<file path="src/rtl/core/aprs_header_splitter_core_macros.svh">
// ----------------------------------------------------------------------------
// APRS header splitter assertion macros
// Concurrent checks on the core clock, gated by the active-low reset.
// ----------------------------------------------------------------------------
`ifndef APRS_HEADER_SPLITTER_CORE_MACROS_SVH
`define APRS_HEADER_SPLITTER_CORE_MACROS_SVH

`ifndef SYNTHESIS

// Generic property, checked on every rising edge out of reset.
`define APRS_ASSERT(lbl, clk, rst_n, prop, msg) \
    lbl: assert property (@(posedge clk) disable iff (!rst_n) (prop)) else $error(msg);

// Same-cycle implication, checked on every rising edge out of reset.
`define APRS_ASSERT_IMPL(lbl, clk, rst_n, ante, cons, msg) \
    lbl: assert property (@(posedge clk) disable iff (!rst_n) (ante) |-> (cons)) else $error(msg);

`else

`define APRS_ASSERT(lbl, clk, rst_n, prop, msg)
`define APRS_ASSERT_IMPL(lbl, clk, rst_n, ante, cons, msg)

`endif

`endif

</file>
<file path="src/rtl/core/aprs_hs_pkg.sv">
// ----------------------------------------------------------------------------
// aprs_hs_pkg
// Shared types and constants of the APRS header splitter.
// ----------------------------------------------------------------------------
`timescale 1ns / 1ps

package aprs_hs_pkg;

    localparam int unsigned CNT_W       = 9;
    localparam int unsigned POS_W       = 8;
    localparam int unsigned NUM_REGIONS = 4;
    localparam int unsigned IN_TDATA_W  = 8;
    localparam int unsigned OUT_TDATA_W = 72;

    // Frame limits
    localparam logic [CNT_W-1:0] MAX_FRAME_BYTES = 9'd255;
    localparam logic [CNT_W-1:0] MIN_FRAME_BYTES = 9'd10;
    localparam logic [CNT_W-1:0] COUNT_MAX       = 9'd511;
    localparam logic [POS_W-1:0] GT_MIN_POS      = 8'd1;
    localparam logic [POS_W-1:0] GT_MAX_POS      = 8'd10;
    localparam logic [POS_W-1:0] SRC_MIN_LEN     = 8'd3;
    localparam logic [POS_W-1:0] SRC_MAX_LEN     = 8'd9;

    // Separator characters
    localparam logic [7:0] CH_NUL   = 8'h00;
    localparam logic [7:0] CH_GT    = 8'h3E;
    localparam logic [7:0] CH_COLON = 8'h3A;
    localparam logic [7:0] CH_COMMA = 8'h2C;

    // Region indexes
    localparam logic [1:0] RG_SOURCE = 2'd0;
    localparam logic [1:0] RG_DEST   = 2'd1;
    localparam logic [1:0] RG_ROUTE  = 2'd2;
    localparam logic [1:0] RG_BODY   = 2'd3;

    // Status codes
    localparam logic [2:0] ST_OK            = 3'd0;
    localparam logic [2:0] ST_BAD_LENGTH    = 3'd1;
    localparam logic [2:0] ST_NO_GT         = 3'd2;
    localparam logic [2:0] ST_BAD_SOURCE    = 3'd3;
    localparam logic [2:0] ST_NO_COLON      = 3'd4;
    localparam logic [2:0] ST_EMPTY_PAYLOAD = 3'd5;

    // Frame summary handed to the report logic on the closing byte
    typedef struct packed {
        logic [CNT_W-1:0]                  byte_count;
        logic                              gt_found;
        logic [POS_W-1:0]                  gt_position;
        logic                              colon_found;
        logic [NUM_REGIONS-1:0]            has_text;
        logic [NUM_REGIONS-1:0][POS_W-1:0] first_text;
        logic [NUM_REGIONS-1:0][POS_W-1:0] last_text;
    } t_frame_sum;

    // Result word, status in the lowest bits
    typedef struct packed {
        logic [POS_W-1:0] body_length;
        logic [POS_W-1:0] body_start;
        logic [POS_W-1:0] route_length;
        logic [POS_W-1:0] route_start;
        logic [POS_W-1:0] dest_length;
        logic [POS_W-1:0] dest_start;
        logic [POS_W-1:0] source_length;
        logic [POS_W-1:0] source_start;
        logic [2:0]       status;
    } t_result;

    localparam int unsigned RESULT_W = $bits(t_result);

endpackage

</file>
<file path="src/rtl/core/aprs_hs_report.sv">
// ----------------------------------------------------------------------------
// aprs_hs_report
// Builds the status and the trimmed region offsets from a frame summary.
// ----------------------------------------------------------------------------
`timescale 1ns / 1ps

module aprs_hs_report (
    input  aprs_hs_pkg::t_frame_sum i_sum,
    output aprs_hs_pkg::t_result    o_result
);
    import aprs_hs_pkg::*;

    logic [NUM_REGIONS-1:0][POS_W-1:0] w_len;
    logic [NUM_REGIONS-1:0][POS_W-1:0] w_start;
    logic                              w_bad_len;
    logic                              w_no_gt;
    logic                              w_bad_src;

    // Trimmed length wraps to 8 bits, as a 256-byte span reads as empty
    always_comb begin
        for (int r = 0; r < NUM_REGIONS; r++) begin
            if (!i_sum.has_text[r] || (i_sum.last_text[r] < i_sum.first_text[r])) begin
                w_len[r] = '0;
            end else begin
                w_len[r] = i_sum.last_text[r] - i_sum.first_text[r] + 8'd1;
            end
            w_start[r] = (w_len[r] != '0) ? i_sum.first_text[r] : '0;
        end
    end

    assign w_bad_len = (i_sum.byte_count < MIN_FRAME_BYTES) ||
                       (i_sum.byte_count > MAX_FRAME_BYTES);
    assign w_no_gt   = !i_sum.gt_found || (i_sum.gt_position < GT_MIN_POS) ||
                       (i_sum.gt_position > GT_MAX_POS);
    assign w_bad_src = (w_len[RG_SOURCE] < SRC_MIN_LEN) || (w_len[RG_SOURCE] > SRC_MAX_LEN);

    always_comb begin
        o_result = '0;
        if (w_bad_len) begin
            o_result.status = ST_BAD_LENGTH;
        end else if (w_no_gt) begin
            o_result.status = ST_NO_GT;
        end else if (w_bad_src) begin
            o_result.status = ST_BAD_SOURCE;
        end else begin
            o_result.source_start  = w_start[RG_SOURCE];
            o_result.source_length = w_len[RG_SOURCE];
            if (!i_sum.colon_found) begin
                o_result.status = ST_NO_COLON;
            end else begin
                o_result.dest_start   = w_start[RG_DEST];
                o_result.dest_length  = w_len[RG_DEST];
                o_result.route_start  = w_start[RG_ROUTE];
                o_result.route_length = w_len[RG_ROUTE];
                if (w_len[RG_BODY] == '0) begin
                    o_result.status = ST_EMPTY_PAYLOAD;
                end else begin
                    o_result.body_start  = w_start[RG_BODY];
                    o_result.body_length = w_len[RG_BODY];
                    o_result.status      = ST_OK;
                end
            end
        end
    end

endmodule

</file>
<file path="src/rtl/core/aprs_header_splitter_core.sv">
// ----------------------------------------------------------------------------
// aprs_header_splitter_core
// Splits a text frame SRC>DST,PATH:payload into trimmed region offsets.
// ----------------------------------------------------------------------------
//  channel   | dir | tdata (low bit up)                              | tlast
//  s_axis    | in  | data_byte[7:0]                                  | frame_end
//  m_axis    | out | status, source start/len, dest start/len,       | -
//            |     | route start/len, body start/len, zero pad to 72 |
//
//  One word per cycle, unless a closing word is held back by the result
//  register; a frame result becomes valid when its closing word, held in
//  the input register, is loaded into the result register.
//  The result register alone stalls: a closing word waits in the input
//  register until the result register is free or being taken; other words
//  move on regardless.
//  Synchronous active-low reset clears the frame tracker and both valids.
// ----------------------------------------------------------------------------
`timescale 1ns / 1ps

`include "aprs_header_splitter_core_macros.svh"

module aprs_header_splitter_core (
    input  logic                                 i_clk,
    input  logic                                 i_rst_n,
    input  logic                                 i_s_axis_tvalid,
    output logic                                 o_s_axis_tready,
    input  logic [aprs_hs_pkg::IN_TDATA_W-1:0]   i_s_axis_tdata,  // data_byte[7:0]
    input  logic                                 i_s_axis_tlast,  // frame_end
    output logic                                 o_m_axis_tvalid,
    input  logic                                 i_m_axis_tready,
    // status[2:0], source_start[10:3], source_length[18:11], dest_start[26:19],
    // dest_length[34:27], route_start[42:35], route_length[50:43],
    // body_start[58:51], body_length[66:59], zero[71:67]
    output logic [aprs_hs_pkg::OUT_TDATA_W-1:0]  o_m_axis_tdata
);
    import aprs_hs_pkg::*;

    // Input register
    logic             r_in_vld;
    logic [7:0]       r_in_byte;
    logic             r_in_last;

    // Frame tracker
    logic [CNT_W-1:0]                  r_cnt,   n_cnt;
    logic                              r_nul,   n_nul;
    logic                              r_gt_found, n_gt_found;
    logic [POS_W-1:0]                  r_gt_pos,   n_gt_pos;
    logic                              r_colon_found, n_colon_found;
    logic [POS_W-1:0]                  r_colon_pos,   n_colon_pos;
    logic                              r_comma_found, n_comma_found;
    logic [POS_W-1:0]                  r_comma_pos,   n_comma_pos;
    logic [NUM_REGIONS-1:0]            r_has,   n_has;
    logic [NUM_REGIONS-1:0][POS_W-1:0] r_first, n_first;
    logic [NUM_REGIONS-1:0][POS_W-1:0] r_last,  n_last;

    // Result register
    logic    r_out_vld;
    t_result r_out;

    logic       w_adv;
    logic       w_note;
    logic [1:0] w_region;
    logic [POS_W-1:0] w_pos;
    t_frame_sum w_sum;
    t_result    w_result;

    function automatic logic is_blank(input logic [7:0] b);
        return (b == 8'h20) || ((b >= 8'h09) && (b <= 8'h0D));
    endfunction

    // Closing words need room in the result register; the rest always advance
    assign w_adv           = r_in_vld && (!r_in_last || !r_out_vld || i_m_axis_tready);
    assign o_s_axis_tready = !r_in_vld || w_adv;

    assign w_pos = r_cnt[POS_W-1:0];

    // Classify the held byte and advance the tracker
    always_comb begin
        n_cnt         = (r_cnt != COUNT_MAX) ? r_cnt + 9'd1 : r_cnt;
        n_nul         = r_nul || (r_in_byte == CH_NUL);
        n_gt_found    = r_gt_found;
        n_gt_pos      = r_gt_pos;
        n_colon_found = r_colon_found;
        n_colon_pos   = r_colon_pos;
        n_comma_found = r_comma_found;
        n_comma_pos   = r_comma_pos;
        n_has         = r_has;
        n_first       = r_first;
        n_last        = r_last;
        w_note        = 1'b0;
        w_region      = RG_SOURCE;

        // Skip everything from the first NUL on, and positions past 255
        if (!n_nul && !r_cnt[CNT_W-1]) begin
            if (!r_gt_found) begin
                if (r_in_byte == CH_GT) begin
                    n_gt_found = 1'b1;
                    n_gt_pos   = w_pos;
                end else begin
                    w_note   = 1'b1;
                    w_region = RG_SOURCE;
                end
            end else if (!r_colon_found) begin
                if (r_in_byte == CH_COLON) begin
                    n_colon_found = 1'b1;
                    n_colon_pos   = w_pos;
                end else if (!r_comma_found && (r_in_byte == CH_COMMA)) begin
                    n_comma_found = 1'b1;
                    n_comma_pos   = w_pos;
                end else begin
                    w_note   = 1'b1;
                    w_region = r_comma_found ? RG_ROUTE : RG_DEST;
                end
            end else begin
                w_note   = 1'b1;
                w_region = RG_BODY;
            end
        end

        // Track first and last non-blank positions of the region
        if (w_note && !is_blank(r_in_byte)) begin
            if (!r_has[w_region]) begin
                n_has[w_region]   = 1'b1;
                n_first[w_region] = w_pos;
            end
            n_last[w_region] = w_pos;
        end
    end

    always_comb begin
        w_sum.byte_count  = n_cnt;
        w_sum.gt_found    = n_gt_found;
        w_sum.gt_position = n_gt_pos;
        w_sum.colon_found = n_colon_found;
        w_sum.has_text    = n_has;
        w_sum.first_text  = n_first;
        w_sum.last_text   = n_last;
    end

    aprs_hs_report u_report (
        .i_sum    (w_sum),
        .o_result (w_result)
    );

    // Input register: load on every accepted word
    always_ff @(posedge i_clk) begin
        if (!i_rst_n) begin
            r_in_vld <= 1'b0;
        end else if (o_s_axis_tready) begin
            r_in_vld <= i_s_axis_tvalid;
        end
    end

    always_ff @(posedge i_clk) begin
        if (o_s_axis_tready && i_s_axis_tvalid) begin
            r_in_byte <= i_s_axis_tdata;
            r_in_last <= i_s_axis_tlast;
        end
    end

    // Tracker: update on each advancing word, drop back to empty after a close
    always_ff @(posedge i_clk) begin
        if (!i_rst_n || (w_adv && r_in_last)) begin
            r_cnt         <= '0;
            r_nul         <= 1'b0;
            r_gt_found    <= 1'b0;
            r_gt_pos      <= '0;
            r_colon_found <= 1'b0;
            r_colon_pos   <= '0;
            r_comma_found <= 1'b0;
            r_comma_pos   <= '0;
            r_has         <= '0;
            r_first       <= '0;
            r_last        <= '0;
        end else if (w_adv) begin
            r_cnt         <= n_cnt;
            r_nul         <= n_nul;
            r_gt_found    <= n_gt_found;
            r_gt_pos      <= n_gt_pos;
            r_colon_found <= n_colon_found;
            r_colon_pos   <= n_colon_pos;
            r_comma_found <= n_comma_found;
            r_comma_pos   <= n_comma_pos;
            r_has         <= n_has;
            r_first       <= n_first;
            r_last        <= n_last;
        end
    end

    // Result register: fill on a closing word, drain when taken
    always_ff @(posedge i_clk) begin
        if (!i_rst_n) begin
            r_out_vld <= 1'b0;
        end else if (w_adv && r_in_last) begin
            r_out_vld <= 1'b1;
        end else if (i_m_axis_tready) begin
            r_out_vld <= 1'b0;
        end
    end

    always_ff @(posedge i_clk) begin
        if (w_adv && r_in_last) begin
            r_out <= w_result;
        end
    end

    assign o_m_axis_tvalid = r_out_vld;
    assign o_m_axis_tdata  = {{(OUT_TDATA_W - RESULT_W){1'b0}}, r_out};

    // ------------------------------------------------------------------------
    // Checks
    // ------------------------------------------------------------------------
    `APRS_ASSERT_IMPL(a_midframe_never_stalls, i_clk, i_rst_n, r_in_vld && !r_in_last, o_s_axis_tready, "mid-frame word stalled the input")

    `APRS_ASSERT_IMPL(a_ok_has_body, i_clk, i_rst_n, r_out_vld && (r_out.status == ST_OK), r_out.body_length != '0, "ok status with empty body")

    `APRS_ASSERT_IMPL(a_early_fail_zero, i_clk, i_rst_n, r_out_vld && ((r_out.status == ST_BAD_LENGTH) || (r_out.status == ST_NO_GT)), r_out[RESULT_W-1:3] == '0, "region fields set on early failure")

    `APRS_ASSERT(a_clear_after_close, i_clk, i_rst_n, (w_adv && r_in_last) |=> ((r_cnt == '0) && !r_gt_found && !r_nul && (r_has == '0) && r_out_vld), "tracker not cleared after frame close")

endmodule

</file>
<file path="config.mk">
export PLATFORM = sky130hd
export DESIGN_NAME = aprs_header_splitter_core
export DESIGN_NICKNAME = d
export VERILOG_FILES = /design/src/rtl/core/aprs_hs_pkg.sv /design/src/rtl/core/aprs_hs_report.sv /design/src/rtl/core/aprs_header_splitter_core.sv
export VERILOG_INCLUDE_DIRS = /design/src /design/src/rtl/core
export SDC_FILE = /design/constraint.sdc
export NUM_CORES = 1
export LEC_CHECK = 0
export ABC_AREA = 1
export ABC_CLOCK_PERIOD_IN_PS = 4490
export BUFFER_PORTS_ARGS = -buffer_cell sky130_fd_sc_hd__buf_2
export CORE_ASPECT_RATIO = 0.5
export CORE_MARGIN = 4
export CORE_UTILIZATION = 55
export DETAILED_ROUTE_END_ITERATION = 12
export GPL_TIMING_DRIVEN = 0
export PLACE_DENSITY_LB_ADDON = 0.2
export SKIP_LAST_GASP = 1
export SYNTH_ARGS = -nofsm -noshare
export SYNTH_HDL_FRONTEND = slang
export SYNTH_SLANG_ARGS = --single-unit
</file>
<file path="constraint.sdc">
create_clock -name i_clk -period 4.49 [get_ports i_clk]
set_clock_uncertainty 0.2 [all_clocks]
set_input_delay 0.898 -clock i_clk [delete_from_list [all_inputs] [get_ports i_clk]]
set_output_delay 0.898 -clock i_clk [all_outputs]
set_load 0.005 [all_outputs]
</file>
After elaboration in Yosys (flattened, before gate mapping)
Index checks and enable logic that the tools add are counted.

word-level totals
  flip-flop bits (word level) = 167
  output and inout port bits = 74
  input port bits = 13
  logic and storage cells = 161

operators by class
  bitwise operators = 8
  mux-type cells = 46
  add/sub/neg operators = 9
  magnitude comparators = 14
  reduce and logical (&&, ||, !) cells = 50
  equal/unequal tests = 5

operator list
  operator                                                         count
  2-to-1 mux 32 bit                                                3
  bitwise mux 32 bit                                               2
  2-to-1 mux 8 bit                                                 8
  adder 8 x 1 -> 8 bit (second input constant)                     4
  equality test 8 x 6 -> 1 bit (second input constant)             4
  < comparator 8 bit                                               4
  nonzero test 8 bit                                               4
  subtractor 8 bit                                                 4
  2-to-1 mux 1 bit                                                 17
  demux 8 bit (select 2 bit)                                       1
  > comparator 8 x 4 -> 1 bit (second input constant)              2
  zero test 8 bit                                                  2
  2-to-1 mux 2 bit                                                 8
  OR reduction 5 bit                                               3
  logical OR 1 bit                                                 14
  zero test 1 bit                                                  13
  adder 9 x 1 -> 9 bit (second input constant)                     1
  > comparator 9 x 8 -> 1 bit (second input constant)              1
  < comparator 9 x 4 -> 1 bit (second input constant)              1
  2-to-1 mux 9 bit                                                 1
  != test 9 bit (second input constant)                            1
  >= comparator 8 x 4 -> 1 bit (second input constant)             1
  less-or-equal comparator 8 x 4 -> 1 bit (second input constant)  1
  logical AND 1 bit                                                8
  other kinds (15)                                                 24

Longest topological paths before layout
  word-level depth = 22
  depth in mapped cells = 33
  mapped depth without buffers = 32

By module
A second synthesis with hierarchy kept.

second synthesis, totals
  cell total of the unflattened synthesis = 1534
  area, all modules = 11586.1 µm²

modules (own cells, without submodules)
  module                     sequential area each (µm²)  cells each  area each (µm²)  times used
  aprs_header_splitter_core  4103.9                      991         8388.0           1
  aprs_hs_report             0.0                         543         3198.1           1

Worst setup path after synthesis
No wires, ideal clock.

  path kind = reg2reg
  from = reg r_in_byte[3]
  to = reg r_out (netlist bit o_m_axis_tdata[58]), data pin
  buffers on the path = 2
  stages on the path, launching flop included = 32
  period minus slack after synthesis = 4.456 ns
  data required time = 4.153 ns
  slack = 0.034 ns
  setup time = 0.137 ns
  data arrival time = 4.119 ns
  path through = edfxtp_1 -> nor2_1 -> nand2_1 -> nor2_2 -> nor2_4 -> nand2_1 -> a21oi_1 -> nand2_1 -> nor2_1 -> a31oi_1 -> nand2_1 -> buf_2 -> inv_1 -> nand2_1 -> o21ai_1 -> inv_1 -> ha_1 -> inv_1 -> ha_1 -> fa_1 -> nand4_1 -> nand3_1 -> xor2_1 -> inv_1 -> o211ai_1 -> nand2_1 -> inv_1 -> nand4_2 -> nor2_4 -> nand3_4 -> buf_6 -> nor2_2

RTL lines
  item                      line                              text
  start: declaration        aprs_header_splitter_core.sv:40   logic [7:0] r_in_byte;
  start signal: assignment  aprs_header_splitter_core.sv:156  r_in_byte <= i_s_axis_tdata;
  end signal: assignment    aprs_header_splitter_core.sv:203  r_out <= w_result;
  end: declaration          aprs_header_splitter_core.sv:58   t_result r_out;

Final worst setup path
  from = reg r_in_byte[2]
  to = reg r_out (netlist bit o_m_axis_tdata[38]), data pin

on the way
  longest elaborated chain between the ends = 20
  elaborated cells between the ends (all ways) = 77
  those cells by class = add/sub: 4; order compare: 10; eq/ne: 4; mux: 36; bitwise: 3; reduce/logical: 20

ends and longest elaborated chain
  item                                                                                                      line                                                                                                  text
  equality test 8 x 6 -> 1 bit                                                                              aprs_header_splitter_core.sv:107                                                                      end else if (!r_comma_found && (r_in_byte == CH_COMMA)) begin
  logical AND 1 bit                                                                                         aprs_header_splitter_core.sv:107
  2-to-1 mux 2 bit                                                                                          aprs_header_splitter_core.sv:107
  2-to-1 mux 2 bit                                                                                          aprs_header_splitter_core.sv:104                                                                      if (r_in_byte == CH_COLON) begin
  2-to-1 mux 2 bit                                                                                          aprs_header_splitter_core.sv:103                                                                      end else if (!r_colon_found) begin
  2-to-1 mux 2 bit                                                                                          aprs_header_splitter_core.sv:95                                                                       if (!r_gt_found) begin
  2-to-1 mux 2 bit                                                                                          aprs_header_splitter_core.sv:94                                                                       if (!n_nul && !r_cnt[CNT_W-1]) begin
  < comparator 2 x 3 -> 1 bit (not written as such) / >= comparator 2 x 1 -> 1 bit (equally long branches)  aprs_header_splitter_core.sv:123, aprs_header_splitter_core.sv:124, aprs_header_splitter_core.sv:126
  [... 4 more ...]                                                                                          --
  2-to-1 mux 32 bit / 2-to-1 mux 4 bit (equally long branches)                                              aprs_header_splitter_core.sv:122                                                                      if (!r_has[w_region]) begin
  2-to-1 mux 32 bit / 2-to-1 mux 4 bit (equally long branches)                                              aprs_header_splitter_core.sv:121                                                                      if (w_note && !is_blank(r_in_byte)) begin
  subtractor 8 bit (tied with other cells)                                                                  aprs_hs_report.sv:25                                                                                  w_len[r] = i_sum.last_text[r] - i_sum.first_text[r] + 8'd1;
  adder 8 x 1 -> 8 bit / logical OR 1 bit (equally long branches)                                           aprs_hs_report.sv:25, aprs_hs_report.sv:22
  2-to-1 mux 8 bit                                                                                          aprs_hs_report.sv:22                                                                                  if (!i_sum.has_text[r] || (i_sum.last_text[r] < i_sum.first_text[r])) begin
  < comparator 8 x 2 -> 1 bit (tied with other cells)                                                       aprs_hs_report.sv:35                                                                                  assign w_bad_src = (w_len[RG_SOURCE] < SRC_MIN_LEN) || (w_len[RG_SOURCE] > SRC_MAX_LEN);
  logical OR 1 bit / NOT 1 bit (equally long branches)                                                      --
  OR reduction 5 bit (no source line)                                                                       --

Several ways; a longest one is shown, not always the timed one. The select of a mux whose other input is x is not followed.
A chain may end at the register's enable or synchronous reset.

==> run metrics <==
Syn Inst Count=1206; min-delay src=r_gt_pos[2]; commonest non-fill, non-tap cell in the layout=inv_1; leakage=5.67 nW; largest net degree at the start of global routing=47; CP most frequent cell=nor2_4; RSZ-0062 raised after global routing=true; CTS buffer count=17; CTS max path bufs=2; outcome=finished with violations; synth warn=0; setup tns final=-17.30 ns; sequential share of the synthesized area=0.425; fraction of registers with async set or reset after synthesis=0; Post-Syn Area per Cell=8.01 um^2; wire per inst=17.2 um; routed wire length=28000 um; Residual DRC=0; via count=9031; initial detailed-routing violation count=773; Layout area overhead=30.5%; total of max-cap violations=0; worst path bufs/invs=8; Arr. time, crit path=4.92 ns; Total GRT Usage=0.267; Die ar.=19900 um^2; global-route wire length before repair=42300 um; Pins Over Slew Limit=0; Synth cell types=45; post-route setup slack=-0.342 ns; H-tree depth=4; CTS tree=done; drt pass-1 iters=5; ant diodes=0; Max VDD drop=291 uV; main flop type after synthesis=dfxtp_1; initial antenna violation count=0; PwrDens=333 nW/um^2; CP Capture Type=flop; Post-DRT Antenna Nets=0; commonest cells after routing, fill and taps aside=inv_1 (239), nand2_1 (134), o21ai_0 (99), dfxtp_1 (91), nor2_1 (85); part of the cycle the worst path needs=1.08; Worst Setup Path Type=reg2reg; power consumption=4.20 mW; Worst Setup SP=r_in_byte[2]; final setup fails=63; gr ovfl total=0; final hold violation count=0; Achievable Freq=0.207 GHz; drt via density=5.54; overall die width=195 um; post-layout util=0.750; Buffers on Ports=81; crit-path leading delay family=simple AND/OR/NAND/NOR gates; initial core utilization=0.574; vias in the first global route=8500; Tmin final=4.83 ns; Post-synth EDFFs=76; # hold bufs at CTS=0; core area=16800 um^2; r2r startpoint=r_in_byte[2]; CTS clk-pin slew, worst paths=0.07 ns; IO Pins=87; post-synth top area share=0.236; mapped cell area=9650 um^2; critical path fanouts, max=8; CP max stage delay=0.60 ns; Slowest cell on crit path=fa_2; Yosys reg bits=167; Required @ worst endpoint=4.58 ns; worst-margin pin slew=0.775 ns; Core Rows=33; Clk Latency, worst-skew pair=0.43 ns; Synth area leaders=edfxtp_1 (24%), dfxtp_1 (19%), inv_1 (10%); failing checks=negative setup slack; Rel. slew slack=0.483; worst min path class=reg2reg; Chip Height=102 um; Placement Setup Slack=-0.982 ns; Final Net Count=1483; Root Buffer=clkbuf_16; share of layout cells above drive strength 1=0.280; TritonCTS Sinks=167; post-detail-place hpwl=18000 um; biggest area consumer among synthesized cells=edfxtp_1; Worst setup SP type=flop; Final Wtd Congestion=0.898
## synthesized netlist by cell type (2+ instances only)
master and instances:
fa_1 16, a21oi_1 95, nand3_4 2, nor2_1 129, o21bai_1 4, xnor2_1 5
buf_2 5, o21ai_0 108, inv_1 261, o21ai_1 17, nor2_2 17, a31oi_1 8
nand4_1 8, dfxtp_1 91, edfxtp_1 76, o22ai_1 26, buf_6 3, xor2_1 15
ha_1 65, clkbuf_1 26, a21boi_0 2, inv_2 4, o211ai_1 17, nand2_1 155
nand2_2 2, buf_4 6, nor2_4 2, nand3_2 2, a211oi_1 3, nand3_1 21
## final timing paths
path                            cells after the start  slack [ns]            endpoint
worst max register to register                     32       -0.34  o_m_axis_tdata[38]
worst min register to register                      2        0.27         r_gt_pos[2]
worst min-delay path                                2        0.27         r_gt_pos[2]
worst max-delay path                               32       -0.34  o_m_axis_tdata[38]
## cell families after synthesis
group	synth area share
and+or+nand+nor	0.152
buffers and inverters	0.125
AOI/OAI and AO/OA	0.163
DFF	0.425
adders and majority gates	0.117
xor gates and xnor gates	0.0181
other	0.000388
## final cells by class
type,count,area (um^2)
clock buffers,18,439
fillers,1170,4200
repair buffers,155,1120
clock inverters,14,161
plain buffers,41,275
inverters,266,1010
flip-flops and latches,167,4100
repair inverters,1,5.00
well taps,227,284
multi-input cells,740,5200
## metrics by stage
step	area [um^2]	instances	hold slack [ns]
3_5_place_dp	10400	1523	0.250
5_1_grt	12600	1629	0.301
2_1_floorplan	9680	1214	0.229
6_report	12600	1629	0.273
4_1_cts	11800	1593	0.265
3_3_place_gp	10400	1522	0.244
## layer usage
layer  global-route usage  share of wire  routed length, um  up-vias
li1                     -              -                  -     4243
met1                0.358           0.41              11600     4250
met2                0.441           0.47              13200      466
met3               0.0512          0.092               2570       72
met4               0.0895          0.023                655        0
met5                    0              0                  0        -
## flip-flops by register name (all words and copies together), names as in the netlist, 4 cells and up
register / flops
o_m_axis_tdata: 67
r_cnt: 9
r_first: 32
r_gt_pos: 8
r_has: 4
r_in_byte: 8
r_last: 32
## tightest hold or removal path, cell delays in order (launching register included)
cell     delay [ns]
dfxtp_1        0.30
inv_1          0.07
a21oi_1        0.06
## report_power, final
group	total, mW	switching (mW)	leakage (nW)	internal [mW]
clock	1.54	0.687	0.299	0.852
sequential	1.68	0.0313	1.45	1.65
combinational	0.975	0.596	3.91	0.379
total	4.20	1.31	5.67	2.88
## repair_timing
| item | 4_1_cts | 5_1_grt |
|---|---|---|
| cloned | 3 | 3 |
| hold endpoints to repair | 0 | 0 |
| pin swaps | 35 | 63 |
| endpoints found under the setup margin | 63 | 63 |
| gates resized for setup | 131 | 129 |
| buffers inserted | 36 | 35 |
No activity file was read; power rests on OpenSTA's default activity.
